### config.mk
export PLATFORM = sky130hd
export DESIGN_NAME = dna_wildcard_hamming_distance_top
export DESIGN_NICKNAME = d
export VERILOG_FILES = /design/src/hdl/dwhd_pkg.sv /design/src/hdl/dna_wildcard_hamming_distance_top.sv /design/src/hdl/dwhd_lane.sv /design/src/hdl/dwhd_merge.sv
export SDC_FILE = /design/constraint.sdc
export NUM_CORES = 1
export LEC_CHECK = 0
export ABC_CLOCK_PERIOD_IN_PS = 4770
export BUFFER_PORTS_ARGS = -buffer_cell sky130_fd_sc_hd__buf_2
export CORE_AREA = 10 10 96 98
export DETAILED_ROUTE_END_ITERATION = 6
export DIE_AREA = 0 0 106 108
export PLACE_DENSITY = 0.85
export SETUP_SLACK_MARGIN = 0.1
export SYNTH_ARGS = -nofsm -noshare
export SYNTH_HDL_FRONTEND = slang
export SYNTH_SLANG_ARGS = --single-unit
### constraint.sdc
create_clock -name clk -period 4.77 [get_ports clk]
set_input_delay 0.477 -clock clk [delete_from_list [all_inputs] [get_ports clk]]
set_output_delay 0.477 -clock clk [all_outputs]
set_load 0.005 [all_outputs]
### src/hdl/dwhd_pkg.sv
`default_nettype none

package dwhd_pkg;

  // Number of character lanes that work side by side on one word.
  localparam int LANES = 4;
  // Width of the running mismatch count.
  localparam int COUNT_BITS = 24;
  // Width of one ASCII character and of the character fields of a word.
  localparam int CHAR_BITS = 8;
  localparam int CHARS_BITS = 32;
  // Width of the number of mismatches found in one word.
  localparam int MISM_BITS = $clog2(LANES + 1);

  typedef struct packed {
    logic [CHARS_BITS-1:0] chars_a;
    logic [CHARS_BITS-1:0] chars_b;
    logic [2:0]            lanes_valid;
    logic                  last;
  } item_word_t;

  typedef struct packed {
    logic [COUNT_BITS-1:0] distance;
    logic                  saturated;
  } result_word_t;

endpackage

`default_nettype wire

### src/hdl/dna_wildcard_hamming_distance_top.sv
`default_nettype none

// Wildcard Hamming distance over two aligned DNA sequences. Each input word
// carries four ASCII characters of sequence A and four of sequence B (lane 0
// in the low byte), the number of low lanes that hold real characters, and a
// flag marking the final word of the sequence pair. Each lane maps its two
// characters to one-hot nucleotide codes (A, C, G, T one bit each, a dash is
// a wildcard that matches any base, any other byte matches nothing) and flags
// a mismatch when the codes share no bit. A merging stage adds the lane flags
// into a 24-bit running count that saturates at its maximum and remembers that
// it did. On the word marked last the total and the saturation flag leave as
// one result word and the count starts over from zero; other words give no
// result. The block takes one word every cycle: the lane compare and the
// count update happen in the same cycle, and the result sits in an output
// register, so a result appears in the cycle after its last word is accepted.
// The input is stalled only while that output register holds a result that
// the downstream side is stalling.

module dna_wildcard_hamming_distance_top (
  input  wire logic                   clk,
  input  wire logic                   rst,
  input  wire logic                   item_valid,
  output logic                        item_stall,
  input  wire dwhd_pkg::item_word_t   item,
  output logic                        result_valid,
  input  wire logic                   result_stall,
  output dwhd_pkg::result_word_t      result
);

  logic [dwhd_pkg::LANES-1:0] lane_mismatch;
  logic                       accept;

  // The output register is the only place a word can wait.
  assign item_stall = result_valid && result_stall;
  assign accept     = item_valid && !item_stall;

  for (genvar i = 0; i < dwhd_pkg::LANES; i++) begin : g_lane
    logic [dwhd_pkg::CHAR_BITS-1:0] char_a;
    logic [dwhd_pkg::CHAR_BITS-1:0] char_b;
    logic                           enable;

    // Lanes past the width of the character fields read as an invalid byte.
    if ((i + 1) * dwhd_pkg::CHAR_BITS <= dwhd_pkg::CHARS_BITS) begin : g_char
      assign char_a = item.chars_a[i*dwhd_pkg::CHAR_BITS +: dwhd_pkg::CHAR_BITS];
      assign char_b = item.chars_b[i*dwhd_pkg::CHAR_BITS +: dwhd_pkg::CHAR_BITS];
    end else begin : g_zero
      assign char_a = '0;
      assign char_b = '0;
    end

    // A lane counts only when it lies below the number of valid lanes.
    assign enable = int'(item.lanes_valid) > i;

    dwhd_lane u_lane (
      .char_a   (char_a),
      .char_b   (char_b),
      .enable   (enable),
      .mismatch (lane_mismatch[i])
    );
  end

  dwhd_merge u_merge (
    .clk          (clk),
    .rst          (rst),
    .accept       (accept),
    .mismatch     (lane_mismatch),
    .last         (item.last),
    .result_stall (result_stall),
    .result_valid (result_valid),
    .result       (result)
  );

endmodule

`default_nettype wire

### src/hdl/dwhd_lane.sv
`default_nettype none

module dwhd_lane (
  input  wire logic [dwhd_pkg::CHAR_BITS-1:0] char_a,
  input  wire logic [dwhd_pkg::CHAR_BITS-1:0] char_b,
  input  wire logic                           enable,
  output logic                                mismatch
);

  localparam logic [7:0] CHAR_GAP = 8'h2d;
  localparam logic [7:0] CHAR_A   = 8'h41;
  localparam logic [7:0] CHAR_C   = 8'h43;
  localparam logic [7:0] CHAR_G   = 8'h47;
  localparam logic [7:0] CHAR_T   = 8'h54;

  localparam logic [3:0] CODE_GAP  = 4'b1111;
  localparam logic [3:0] CODE_A    = 4'b0001;
  localparam logic [3:0] CODE_C    = 4'b0010;
  localparam logic [3:0] CODE_G    = 4'b0100;
  localparam logic [3:0] CODE_T    = 4'b1000;
  localparam logic [3:0] CODE_NONE = 4'b0000;

  // One-hot nucleotide code; a gap matches every base, anything else nothing.
  function automatic logic [3:0] encode(input logic [7:0] ch);
    logic [3:0] code;
    unique case (ch)
      CHAR_GAP: code = CODE_GAP;
      CHAR_A:   code = CODE_A;
      CHAR_C:   code = CODE_C;
      CHAR_G:   code = CODE_G;
      CHAR_T:   code = CODE_T;
      default:  code = CODE_NONE;
    endcase
    return code;
  endfunction

  logic [3:0] code_a;
  logic [3:0] code_b;

  always_comb begin
    code_a   = encode(char_a);
    code_b   = encode(char_b);
    mismatch = enable && ((code_a & code_b) == CODE_NONE);
  end

endmodule

`default_nettype wire

### src/hdl/dwhd_merge.sv
`default_nettype none

module dwhd_merge (
  input  wire logic                          clk,
  input  wire logic                          rst,
  input  wire logic                          accept,
  input  wire logic [dwhd_pkg::LANES-1:0]    mismatch,
  input  wire logic                          last,
  input  wire logic                          result_stall,
  output logic                               result_valid,
  output dwhd_pkg::result_word_t             result
);

  logic [dwhd_pkg::MISM_BITS-1:0]  pop;
  logic [dwhd_pkg::COUNT_BITS:0]   sum;
  logic [dwhd_pkg::COUNT_BITS-1:0] count;
  logic [dwhd_pkg::COUNT_BITS-1:0] count_next;
  logic                            overflow;
  logic                            overflow_next;

  always_comb begin
    pop = '0;
    for (int i = 0; i < dwhd_pkg::LANES; i++) begin
      pop = pop + dwhd_pkg::MISM_BITS'(mismatch[i]);
    end
    sum = {1'b0, count} + (dwhd_pkg::COUNT_BITS + 1)'(pop);
    // A carry out means the true count passed the maximum, so it sticks there.
    count_next    = sum[dwhd_pkg::COUNT_BITS] ? '1 : sum[dwhd_pkg::COUNT_BITS-1:0];
    overflow_next = overflow | sum[dwhd_pkg::COUNT_BITS];
  end

  always_ff @(posedge clk) begin
    if (rst) begin
      count        <= '0;
      overflow     <= 1'b0;
      result_valid <= 1'b0;
    end else begin
      if (result_valid && !result_stall) begin
        result_valid <= 1'b0;
      end
      if (accept) begin
        if (last) begin
          count           <= '0;
          overflow        <= 1'b0;
          result_valid    <= 1'b1;
          result.distance  <= count_next;
          result.saturated <= overflow_next;
        end else begin
          count    <= count_next;
          overflow <= overflow_next;
        end
      end
    end
  end

endmodule

`default_nettype wire
======== Yosys cells after proc, flatten, opt, wreduce, memory -nomap -nowiden ========
Cells that the tools add are included.
storage, ports and cells
  register bits after elaboration ......... 51
  logic and storage cells ................. 87
cells by class
  add/sub/neg operators ................... 4
  order comparisons ....................... 4
  equal/unequal tests ..................... 40
  multiplexer cells ....................... 14
  bitwise gates (word level) .............. 6
  reduce and logical (&&, ||, !) cells .... 14
operators by type and width
  kind                  number
  $eq A8 B7 Y1 const B  32
  $pmux W4 S5           8
  $eq A8 B6 Y1 const B  8
  $mux W24              2
  $add A24 B3 Y25       1
  $and A4 B4 Y4         4
  $logic_not A4 Y1      4
  $logic_and A1 B1 Y1   7
  $add A3 B1 Y3         2
  $gt A3 B1 Y1 const B  2
  $gt A3 B2 Y1 const B  2
  $mux W1               4
  $reduce_and A3 Y1     1
  $add A1 B1 Y2         1
  $logic_not A1 Y1      2
  $not A1 Y1            1
  $or A1 B1 Y1          1

======== Depth between registers and ports, before layout ========
Gate-level depths: netlist of run 1.
  depth in word-level cells ............... 11
  gate-level depth with buffers ........... 17

======== By module ========
From an unflattened synthesis of run 1, not the netlist that was laid out.
second synthesis, totals
  cells, all modules ...................... 431
  area, all modules ....................... 3862.5 um^2
modules (own cells, without submodules)
  module                             times used  cells an instance  area each (um^2)  seq. area each (um^2)
  dwhd_merge                         1           273                2602.5            1271.2
  dwhd_lane                          4           38                 305.3             0.0
  dna_wildcard_hamming_distance_top  1           6                  38.8              0.0

======== Least setup slack after synthesis of run 1 ========
No wires, ideal clock.
  kind .................................... input to register
  start ................................... in item[7] (netlist bit)
  end ..................................... reg u_merge.count[13] (netlist bit)
  setup time .............................. 0.086 ns
  data arrival time ....................... 4.490 ns
  required time ........................... 4.684 ns
  slack ................................... 0.194 ns
  cell stages on the path ................. 16
  buffers on the path ..................... 1
  cell sequence ........................... or3b_2 > o31a_1 > o32ai_1 > and4_1 > nor3_1 > ha_1 > fa_1 > ha_1 > inv_1 > fa_1 > nor2b_1 > o2111ai_1 > or3_4 > buf_6 > a31o_1 > a221oi_2
between the ends
  cells in the longest elaborated chain, start to end .. 11
  elaborated cells on any way between the ends .. 15
  those cells by class .................... add/sub: 4; eq/ne: 5; mux: 3; bitwise: 1; reduce/logical: 2
ends and longest elaborated chain
  what                                          line                                     RTL
  start: declaration                            dna_wildcard_hamming_distance_top.sv:24  input wire dwhd_pkg::item_word_t item,
  $eq A8 B7 Y1 or $eq A8 B6 Y1 (tied branches)  dwhd_lane.sv:26                          unique case (ch)
  $pmux W4 S5 *                                 dwhd_lane.sv:26
  $and A4 B4 Y4 *                               dwhd_lane.sv:43                          mismatch = enable && ((code_a & code_b) == CODE_NONE);
  $logic_not A4 Y1 *                            dwhd_lane.sv:43
  $logic_and A1 B1 Y1 *                         dwhd_lane.sv:43
  $add A1 B1 Y2 *                               dwhd_merge.sv:24                         pop = pop + dwhd_pkg::MISM_BITS'(mismatch[i]);
  $add A3 B1 Y3 * (2 in series)                 dwhd_merge.sv:24
  $add A24 B3 Y25 *                             dwhd_merge.sv:26                         sum = {1'b0, count} + (dwhd_pkg::COUNT_BITS + 1)'(pop);
  $mux W24 *                                    dwhd_merge.sv:28                         count_next = sum[dwhd_pkg::COUNT_BITS] ? '1 : sum[dwhd_pkg::COUNT_BITS-1:0];
  $mux W24 *                                    dwhd_merge.sv:42                         if (last) begin
  end signal: assignment                        dwhd_merge.sv:49                         count <= count_next;
  end: declaration                              dwhd_merge.sv:16                         logic [dwhd_pkg::COUNT_BITS-1:0] count;
Mark *: on every way between the ends. The rest lies on a longest branch, timed or not.
A chain may end at the register's enable or synchronous reset.

======== Final worst setup path of run 1 ========
  start ................................... in item[23] (netlist bit)
  end ..................................... reg u_merge.count[18] (netlist bit)
between the ends
  cells in the longest elaborated chain, start to end .. 10
  elaborated cells on any way between the ends .. 14
  those cells by class .................... add/sub: 3; eq/ne: 5; mux: 3; bitwise: 1; reduce/logical: 2
ends and longest elaborated chain
  what                                          line
  $eq A8 B7 Y1 or $eq A8 B6 Y1 (tied branches)  dwhd_lane.sv:26
  $pmux W4 S5 *                                 dwhd_lane.sv:26
  $and A4 B4 Y4 *                               dwhd_lane.sv:43
  $logic_not A4 Y1 *                            dwhd_lane.sv:43
  $logic_and A1 B1 Y1 *                         dwhd_lane.sv:43
  $add A3 B1 Y3 * (2 in series)                 dwhd_merge.sv:24
  $add A24 B3 Y25 *                             dwhd_merge.sv:26
  $mux W24 *                                    dwhd_merge.sv:28
  $mux W24 *                                    dwhd_merge.sv:42
Marked as above.

==> results of run 1 <==
sequential cells by signal, summed over array words and instances, names as in the netlist:
register / count
u_merge.result: 25
u_merge.overflow: 1
u_merge.count: 24
u_merge.result_valid: 1
through the flow:
step                utilization  cell area, um2
finish                    0.569            4240
floorplan                     -            3440
detailed placement        0.549            4090
global placement          0.549            4090
global route              0.569            4240
CTS                       0.565            4200
cells by family after synthesis:
group	count (synthesis)	share of synthesized area
buffers and inverters	31	0.0392
XOR/XNOR	17	0.0432
AO/OA/AOI/OAI	108	0.213
multiplexers	2	0.00654
AND/OR/NAND/NOR	182	0.299
adder cells (fa/ha/maj)	7	0.0298
flip-flops	51	0.369
worst max-delay path: stages:
cell       delay, ps
buf_2            100
or4b_2           720
a2111oi_4        320
o21ai_0          110
a211oi_1         270
nor4_1           100
fa_1             380
ha_1             310
inv_1             60
fa_1             410
nor2b_1          180
o2111ai_1        190
or3_4            480
buf_4            240
a41o_1           230
a21oi_1          110
path summary, 6_finish.rpt:
kind               startpoint              endpoint  depth (start not counted)
max reg2reg  u_merge.count[0]     u_merge.count[18]                          9
min reg2reg  u_merge.overflow      u_merge.overflow                          2
min                item_valid  u_merge.result_valid                          3
max                  item[23]     u_merge.count[18]                         16
cell type report:
| cell class | count | share of cell area |
|---|---|---|
| inverters | 15 | 0.0133 |
| multi-input cells | 316 | 0.490 |
| clock buffers | 5 | 0.0162 |
| repair buffers | 112 | 0.140 |
| flip-flops and latches | 51 | 0.300 |
| well taps | 102 | 0.0301 |
| clock inverters | 3 | 0.0103 |
power by group through the flow:
stage | sequential (mW) | clock, mW | combinational, mW
finish | 0.472 | 0.301 | 0.141
global route | 0.473 | 0.319 | 0.157
CTS | 0.472 | 0.303 | 0.138
detailed placement | 0.482 | 0 | 0.137
global placement | 0.482 | 0 | 0.131
floorplan | 0.483 | 0 | 0.0692
layout by cell type (no fill, tap or decap), types with 8 or more instances in the layout:
| master | Yosys | layout |
|---|---|---|
| nand3_1 | 15 | 15 |
| buf_4 | 1 | 14 |
| nand2_1 | 36 | 36 |
| nor3_1 | 16 | 14 |
| nor3b_1 | 10 | 10 |
| xnor2_1 | 15 | 15 |
| a21oi_1 | 24 | 24 |
| nand2b_1 | 15 | 15 |
| a31oi_1 | 8 | 8 |
| nor4_1 | 9 | 9 |
| buf_2 | 6 | 98 |
| dfxtp_1 | 26 | 26 |
| nor2_1 | 32 | 31 |
| o21ai_0 | 26 | 26 |
| edfxtp_1 | 25 | 25 |
| inv_1 | 15 | 15 |
per-layer routing:
| metal | routed length, um | global-route usage | vias up | part of all wire |
|---|---|---|---|---|
| li1 | - | - | 1721 | - |
| met1 | 3830 | 0.180 | 1637 | 0.41 |
| met2 | 4540 | 0.258 | 171 | 0.49 |
| met3 | 740 | 0.0321 | 19 | 0.079 |
| met4 | 197 | 0.0677 | 0 | 0.021 |
| met5 | 0 | 0 | - | 0 |
==> impl_metrics.ini, run 1 <==
[floorplan]
start_util = 0.463
die_area_mm2 = 0.0114
core_mm2 = 0.00745
dieHeight_um = 108
die_w_um = 106
io_pins = 99
row_count = 32

[finish]
seq_area_mm2 = 0.00127
fill_cells = 666
multiInputGateArea_mm2 = 0.00208
final_cells = 604
drive_gt1_frac = 0.279
fin_nets = 580
num_antenna_cells = 0
areaGrowthSynthToFinish_pct = 23.1

[critical_path]
reg2reg_setup_slack_ps = 2280
required_ps = 5010
worstPathArrival_ps = 4700
crit_type = in2reg
endpoint_kind = flop
cp-start-kind = input port
critPathMaxFanout = 25

[grt]
grtUsageTotal = 0.151
antenna_found_initial = 0
grt_pass1_vias = 3432
grt_max_degree = 26
grt_pass1_wl_um = 14900
overflow = 0

[timing]
slew_violations = 0
worst_slack_ps = 311
rsz0062_at_grt = false
timing.hold.ws_ps = 410
setup_violations = 0
tightest_slew_ps = 1140
finalClockSkew_ps = 12.7
setup_tns_ps = 0
hold_viol_final = 0
slew_headroom = 0.237
fmax_ghz = 0.224
period_share = 0.935
fin_crit_ps = 4460

[logic_synthesis]
synthArstFlopShare = 0
synthTopCellsByCount = nand2_1 (36), nor2_1 (32), dfxtp_1 (26), o21ai_0 (26), edfxtp_1 (25)
synth_cells = 398
ys.flop_type = dfxtp_1
netlist_area_mm2 = 0.00344
syn_nets = 477
synth_cell_types = 68
synth_area_leaders = edfxtp_1 (22%), dfxtp_1 (15%), nand2_1 (3.9%), xnor2_1 (3.8%), o21ai_0 (3.8%)
yosysTopAreaCellShare = 0.218
ys_seq_area_frac = 0.369
synth_edf_count = 25
yosys_warnings = 0
synth.most_common_cell = nand2_1
synth-seq-cells = 51
synth.avg_cell_area_um2 = 8.65
yosysTopAreaCell = edfxtp_1

[power_and_ir_drop]
power.switching_mw = 0.226
p_clk_frac = 0.330
power_density_mw_per_mm2 = 216
p_int_mw = 0.689
irDropWorstVdd_mv = 0.118
total_power_mw = 0.915
comb_power_share = 0.154
swShare = 0.247
seqPwrFrac = 0.516
power_leakage_nw = 1.62

[clocking]
clock_sinks = 51
h-tree-depth = 2
clock_latency_ps = 310
cts_tree = yes
numCtsBuffers = 5
cts_resized = 0
hold_buffers = 0
cts.clk_slew.worst_paths_ps = 100
cts-root-buf = clkbuf_8
clk_path_buf_depth = 2
cts_setup_buffers = 0

[route]
drt-initial-drc-count = 268
routed_wl_um = 9310
wl_per_cell_um = 15.4
drt-pass1-iter-count = 5
drc_errors = 0
final_antenna_net_count = 0
viasPerCell = 5.87
via_count = 3548

[placement]
pre_cts_slack_ps = -9.02
routabilityCongestion = 0.897
placed_cells_incl_taps = 596
dp.final_hpwl_um = 7230
io_buffers = 98

[min_path]
min_path_type = in2reg

[flow_run]
maxCapViolCount = 0

[outcome]
outcome = completed
Note: power is estimated with default switching activity, not from simulation.
==> run 2: changes to the inputs <==
--- a/config.mk
+++ b/config.mk
@@ -7,10 +7,11 @@
 export LEC_CHECK = 0
 export ABC_CLOCK_PERIOD_IN_PS = 4770
 export BUFFER_PORTS_ARGS = -buffer_cell sky130_fd_sc_hd__buf_2
+export CAP_MARGIN = 30
 export CORE_AREA = 10 10 96 98
 export DETAILED_ROUTE_END_ITERATION = 6
 export DIE_AREA = 0 0 106 108
-export PLACE_DENSITY = 0.85
+export PLACE_DENSITY_LB_ADDON = 0.25
 export SETUP_SLACK_MARGIN = 0.1
 export SYNTH_ARGS = -nofsm -noshare
 export SYNTH_HDL_FRONTEND = slang
==> run 2 against run 1 <==
  * Global-route usage grew 0.67 points
  * Final cell count is 0.17% higher
  * Die area unchanged
  * Critical path depth fell by 1
  * Non-clock buffer count rose by 1
  * Via count down 3.0%
  * Sequential cell count did not move
  * Hold slack better by 18 ps
  * Register-to-register slack improved by 80 ps
  * Wire length decreased by 2.3%
  * Clock power increased by 3%
  * Count of clock-buffer cells in the layout grew 1
  * Highest routed layer unchanged
==> impl_metrics.ini, run 2 (synthesis gave the netlist of run 1 again) <==
[placement]
pre_cts_slack_ps = -22.5
dpl_cell_area_mm2 = 0.00410
placed_cells_incl_taps = 597
routabilityCongestion = 0.953
dp.final_hpwl_um = 7280
io_buffers = 98

[route]
drt-pass1-iter-count = 5
routed_wl_um = 9100
drc_errors = 0
final_antenna_net_count = 0
drt-initial-drc-count = 211
wl_per_cell_um = 15.0
dr_wl_met2_um = 4070
wl_met1_um = 4010
viasPerCell = 5.69
dr.max_layer_used = met4
via_count = 3443
met3_length_um = 830

[finish]
drive_gt1_frac = 0.274
most-common-layout-cells = buf_2 (98), nand2_1 (36), nor2_1 (31)
areaGrowthSynthToFinish_pct = 22.6
fin_nets = 581
fin_area_mm2 = 0.00422
reg_top3 = u_merge.result (25), u_merge.count (24)
regMostFlops = u_merge.result
multiInputGateArea_mm2 = 0.00205
fill_cells = 672
num_antenna_cells = 0
final_cells = 605
largest_register_ffs = 25
final_util = 0.567
layout_commonest_cell = buf_2
seq_area_mm2 = 0.00127

[critical_path]
endpoint_kind = flop
crit_type = in2reg
crit_top_cell = fa_1
cp_slowest_cell = or4b_2
max_stage_delay_ps = 680
cp-start-kind = input port
required_ps = 4830
worstPathArrival_ps = 4500
crit_chain = buf_2 -> or4b_2 -> a2111oi_1 -> o21ai_0 -> a211oi_1 -> nor4_1 -> fa_1 -> ha_1 -> inv_1 -> fa_1 -> nor2b_1 -> o2111ai_1 -> buf_4 -> or4_1 -> o21a_1
critPathMaxFanout = 6

[timing]
hold_viol_final = 0
worst_slack_ps = 329
setup_tns_ps = 0
rsz0062_at_grt = false
fmax_ghz = 0.225
period_share = 0.931
finalClockSkew_ps = 12.4
tightest_slew_ps = 905
setup_violations = 0
timing.hold.ws_ps = 428
slew_violations = 0
slew_headroom = 0.394
fin_crit_ps = 4440

[clocking]
clk_path_buf_depth = 2
h-tree-depth = 2
cts_resized = 0
clock_latency_ps = 300
cts-root-buf = clkbuf_8
cts_tree = yes
cts.clk_slew.worst_paths_ps = 90
hold_buffers = 0
clock_sinks = 51
cts_setup_buffers = 0
numCtsBuffers = 5

[grt]
grt_max_degree = 25
overflow = 0
grt_pass1_wl_um = 15500
grt_pass1_vias = 3540
antenna_found_initial = 0
grtUsageTotal = 0.158

[floorplan]
start_util = 0.463
die_area_mm2 = 0.0114
io_pins = 99
die_w_um = 106
row_count = 32
core_mm2 = 0.00745
dieHeight_um = 108

[power_and_ir_drop]
power_density_mw_per_mm2 = 217
power_leakage_nw = 1.63
irDropWorstVdd_mv = 0.103
total_power_mw = 0.918

[outcome]
outcome = completed

[flow_run]
maxCapViolCount = 0

[min_path]
min_path_type = in2reg
==> run 2: changes by cell type in the layout (fill, tap and decap cells not counted), sizes merged <==
cell    before  now
buf        112  113
clkbuf       5    6
clkinv       2    1
==> run 2: critical path: cells and delay by family <==
family	cells	cell delay [ps]
adder cells (fa/ha/maj)	3	1070
buffers and inverters	3	380
AO/OA/AOI/OAI	5	1060
AND/OR/NAND/NOR	4	1500
==> run 2: area by class of cell <==
class | count | area share
Multi-Input combinational cell | 316 | 0.485
Sequential cell | 51 | 0.301
Timing Repair Buffer | 113 | 0.143
Tap cell | 102 | 0.0302
Clock buffer | 6 | 0.0196
Inverter | 15 | 0.0133
Clock inverter | 2 | 0.00830
==> run 2: report_power, final <==
| part | internal (mW) | switching (mW) | leakage (nW) |
|---|---|---|---|
| Sequential | 0.468 | 0.00305 | 0.427 |
| Clock | 0.170 | 0.139 | 0.0612 |
| Combinational | 0.0632 | 0.0742 | 1.14 |
==> run 2: final timing paths <==
check	from	end	slack, ps	cells after the start
setup / recovery	item[23]	u_merge.result[17]	330	15
hold / removal	item_valid	u_merge.result_valid	430	3
setup reg to reg	u_merge.count[0]	u_merge.result[17]	2360	8
hold reg to reg	u_merge.count[0]	u_merge.count[0]	490	1
==> run 2: routing by layer <==
metal  GRT usage  up-vias
li1            -     1723
met2       0.256      148
met5           0        -
met3      0.0523       19
met4      0.0600        0
met1       0.192     1553
==> run 3: changes to the inputs <==
--- a/config.mk
+++ b/config.mk
@@ -5,7 +5,7 @@
 export SDC_FILE = /design/constraint.sdc
 export NUM_CORES = 1
 export LEC_CHECK = 0
-export ABC_CLOCK_PERIOD_IN_PS = 4770
+export ABC_CLOCK_PERIOD_IN_PS = 3580
 export BUFFER_PORTS_ARGS = -buffer_cell sky130_fd_sc_hd__buf_2
 export CAP_MARGIN = 30
 export CORE_AREA = 10 10 96 98
==> constraint.sdc (replaced) <==
create_clock -name clk -period 3.58 [get_ports clk]
set_input_delay 0.358 -clock clk [delete_from_list [all_inputs] [get_ports clk]]
set_output_delay 0.358 -clock clk [all_outputs]
set_load 0.005 [all_outputs]
==> run 3 against run 2 <==
  * Via count up 8.7%
  * Clock skew down 5.2 ps
  * Global-route usage up 1.7 points
  * Critical endpoint is now u_merge.result[11]
  * Register-to-register slack worse by 1200 ps
  * Sequential cell count unchanged
  * Clock power up 54%
  * Count of clock-buffer cells in the layout down 1
  * Critical path depth up 4
  * Die area unchanged
  * Non-clock buffer count up 45
  * The flow now finishes with violations (negative setup slack)
==> impl_metrics.ini, run 3 (synthesis gave the netlist of run 1 again) <==
[outcome]
outcome = complete, but fails checks
violations = negative setup slack

[placement]
placed_cells_incl_taps = 634
pre_cts_slack_ps = -820
io_buffers = 98
routabilityCongestion = 0.914
dp.final_hpwl_um = 8120

[finish]
layout_commonest_cell = buf_2
regMostFlops = u_merge.result
final_cells = 651
largest_register_ffs = 25
multiInputGateArea_mm2 = 0.00230
num_antenna_cells = 0
reg_top3 = u_merge.result (25), u_merge.count (24)
fill_cells = 646
most-common-layout-cells = buf_2 (95), buf_4 (52), nand2_1 (31)
fin_nets = 627
drive_gt1_frac = 0.408
areaGrowthSynthToFinish_pct = 42.2
seq_area_mm2 = 0.00127
final_util = 0.658

[timing]
slew_headroom = 0.343
hold_viol_final = 0
finalClockSkew_ps = 7.22
fmax_ghz = 0.253
setup_violations = 50
timing.hold.ws_ps = 295
rsz0062_at_grt = true
tightest_slew_ps = 982
worst_slack_ps = -374
period_share = 1.10
fin_crit_ps = 3950
slew_violations = 0

[floorplan]
die_w_um = 106
die_area_mm2 = 0.0114
start_util = 0.463
io_pins = 99
row_count = 32
core_mm2 = 0.00745
dieHeight_um = 108

[grt]
antenna_found_initial = 0
grt_pass1_vias = 3612
overflow = 0
grtUsageTotal = 0.174
grt_max_degree = 26
grt_pass1_wl_um = 17100

[critical_path]
critPathMaxFanout = 5
cp_slowest_cell = fa_2
reg2reg_to = u_merge.count[17]
reg2reg_setup_slack_ps = 1170
critPathLaunch = item[7]
crit_chain = buf_6 -> or3b_4 -> o31a_1 -> o32ai_2 -> and4_1 -> nor3_2 -> ha_1 -> fa_2 -> ha_4 -> inv_2 -> fa_2 -> nor2b_4 -> buf_4 -> buf_6 -> o2111a_2 -> buf_6 -> and3_4 -> xnor2_1 -> nand2_1
endpoint_kind = flop
required_ps = 3650
cp-start-kind = input port
cp_top_family = adder cells
crit_type = in2reg
crit_cells = 19
worstPathArrival_ps = 4020
r2r-start = u_merge.count[9]
max_stage_delay_ps = 560
crit_top_cell = buf_6
crit_buf_inv = 5
rr_worst_depth = 5
worstSetupEndpoint = u_merge.result[11]

[route]
drt-initial-drc-count = 236
routed_wl_um = 10800
final_antenna_net_count = 0
wl_per_cell_um = 16.6
drt-pass1-iter-count = 5
via_count = 3742
viasPerCell = 5.75
drc_errors = 0

[power_and_ir_drop]
power_leakage_nw = 1.93
power_density_mw_per_mm2 = 275
total_power_mw = 1.35
irDropWorstVdd_mv = 0.187

[clocking]
cts-root-buf = clkbuf_8
h-tree-depth = 2
clock_sinks = 51
clk_path_buf_depth = 2
numCtsBuffers = 5
cts_tree = yes
cts.clk_slew.worst_paths_ps = 100
clock_latency_ps = 310

[flow_run]
maxCapViolCount = 0

[min_path]
min_path_type = in2reg
[run 3: changes by cell type in the layout (fill, tap and decap cells not counted), sizes merged]
cell | before | now
buf | 113 | 158
bufinv | 1 | 2
clkbuf | 6 | 5
or3 | 3 | 4
clkinvlp | 0 | 1
clkinv | 1 | 0
[run 3: per-layer routing]
layer	GRT usage	vias up	wire length, um
li1	-	1811	-
met1	0.231	1773	4880
met2	0.284	142	5050
met3	0.0375	16	716
met4	0.0445	0	169
met5	0	-	0
[run 3: worst min path at each step]
stage | from | end | slack [ps] | depth (start not counted)
CTS | item_valid | u_merge.result_valid | 300 | 3
floorplan | u_merge.overflow | u_merge.overflow | 430 | 2
global route | item_valid | u_merge.result_valid | 350 | 3
global placement | u_merge.overflow | u_merge.overflow | 440 | 2
detailed placement | u_merge.overflow | u_merge.overflow | 450 | 2
finish | item_valid | u_merge.result_valid | 290 | 3
[run 3: per-stage QoR]
| step | TNS (ps) | area (um2) |
|---|---|---|
| after floorplan | -15680 | 3510 |
| after global placement | -29800 | 4450 |
| after detailed placement | -33080 | 4450 |
| after CTS | -13020 | 4760 |
| after global routing | -19870 | 4900 |
| final | -13330 | 4900 |
[run 3: final cells by class]
class / count / area share
clock inverter: 3 / 0.0138
inverter: 15 / 0.0115
tap: 102 / 0.0260
timing repair buffer: 158 / 0.206
multi-input combinational: 317 / 0.470
sequential: 51 / 0.259
clock buffer: 5 / 0.0140
[run 3: what timing repair did]
| item | in CTS | in global routing |
|---|---|---|
| gates cloned | 1 | 0 |
| hold buffers | 0 | 0 |
| setup buffers | 5 | 3 |
| endpoints found under the setup margin | 50 | 50 |
| pin swaps | 13 | 10 |
| resized for setup | 29 | 29 |
[run 3: power by group]
group	leakage, nW	internal [mW]	switching, mW
clock network	0.0644	0.279	0.196
logic	1.43	0.120	0.122
registers	0.428	0.624	0.00528
[run 3: worst reg2reg max path: stages, from the launching register on]
cell and delay [ps]:
dfxtp_1 490, and3_1 350, nand3_1 260, nor4_2 780, nand3_1 190, a221oi_2 260
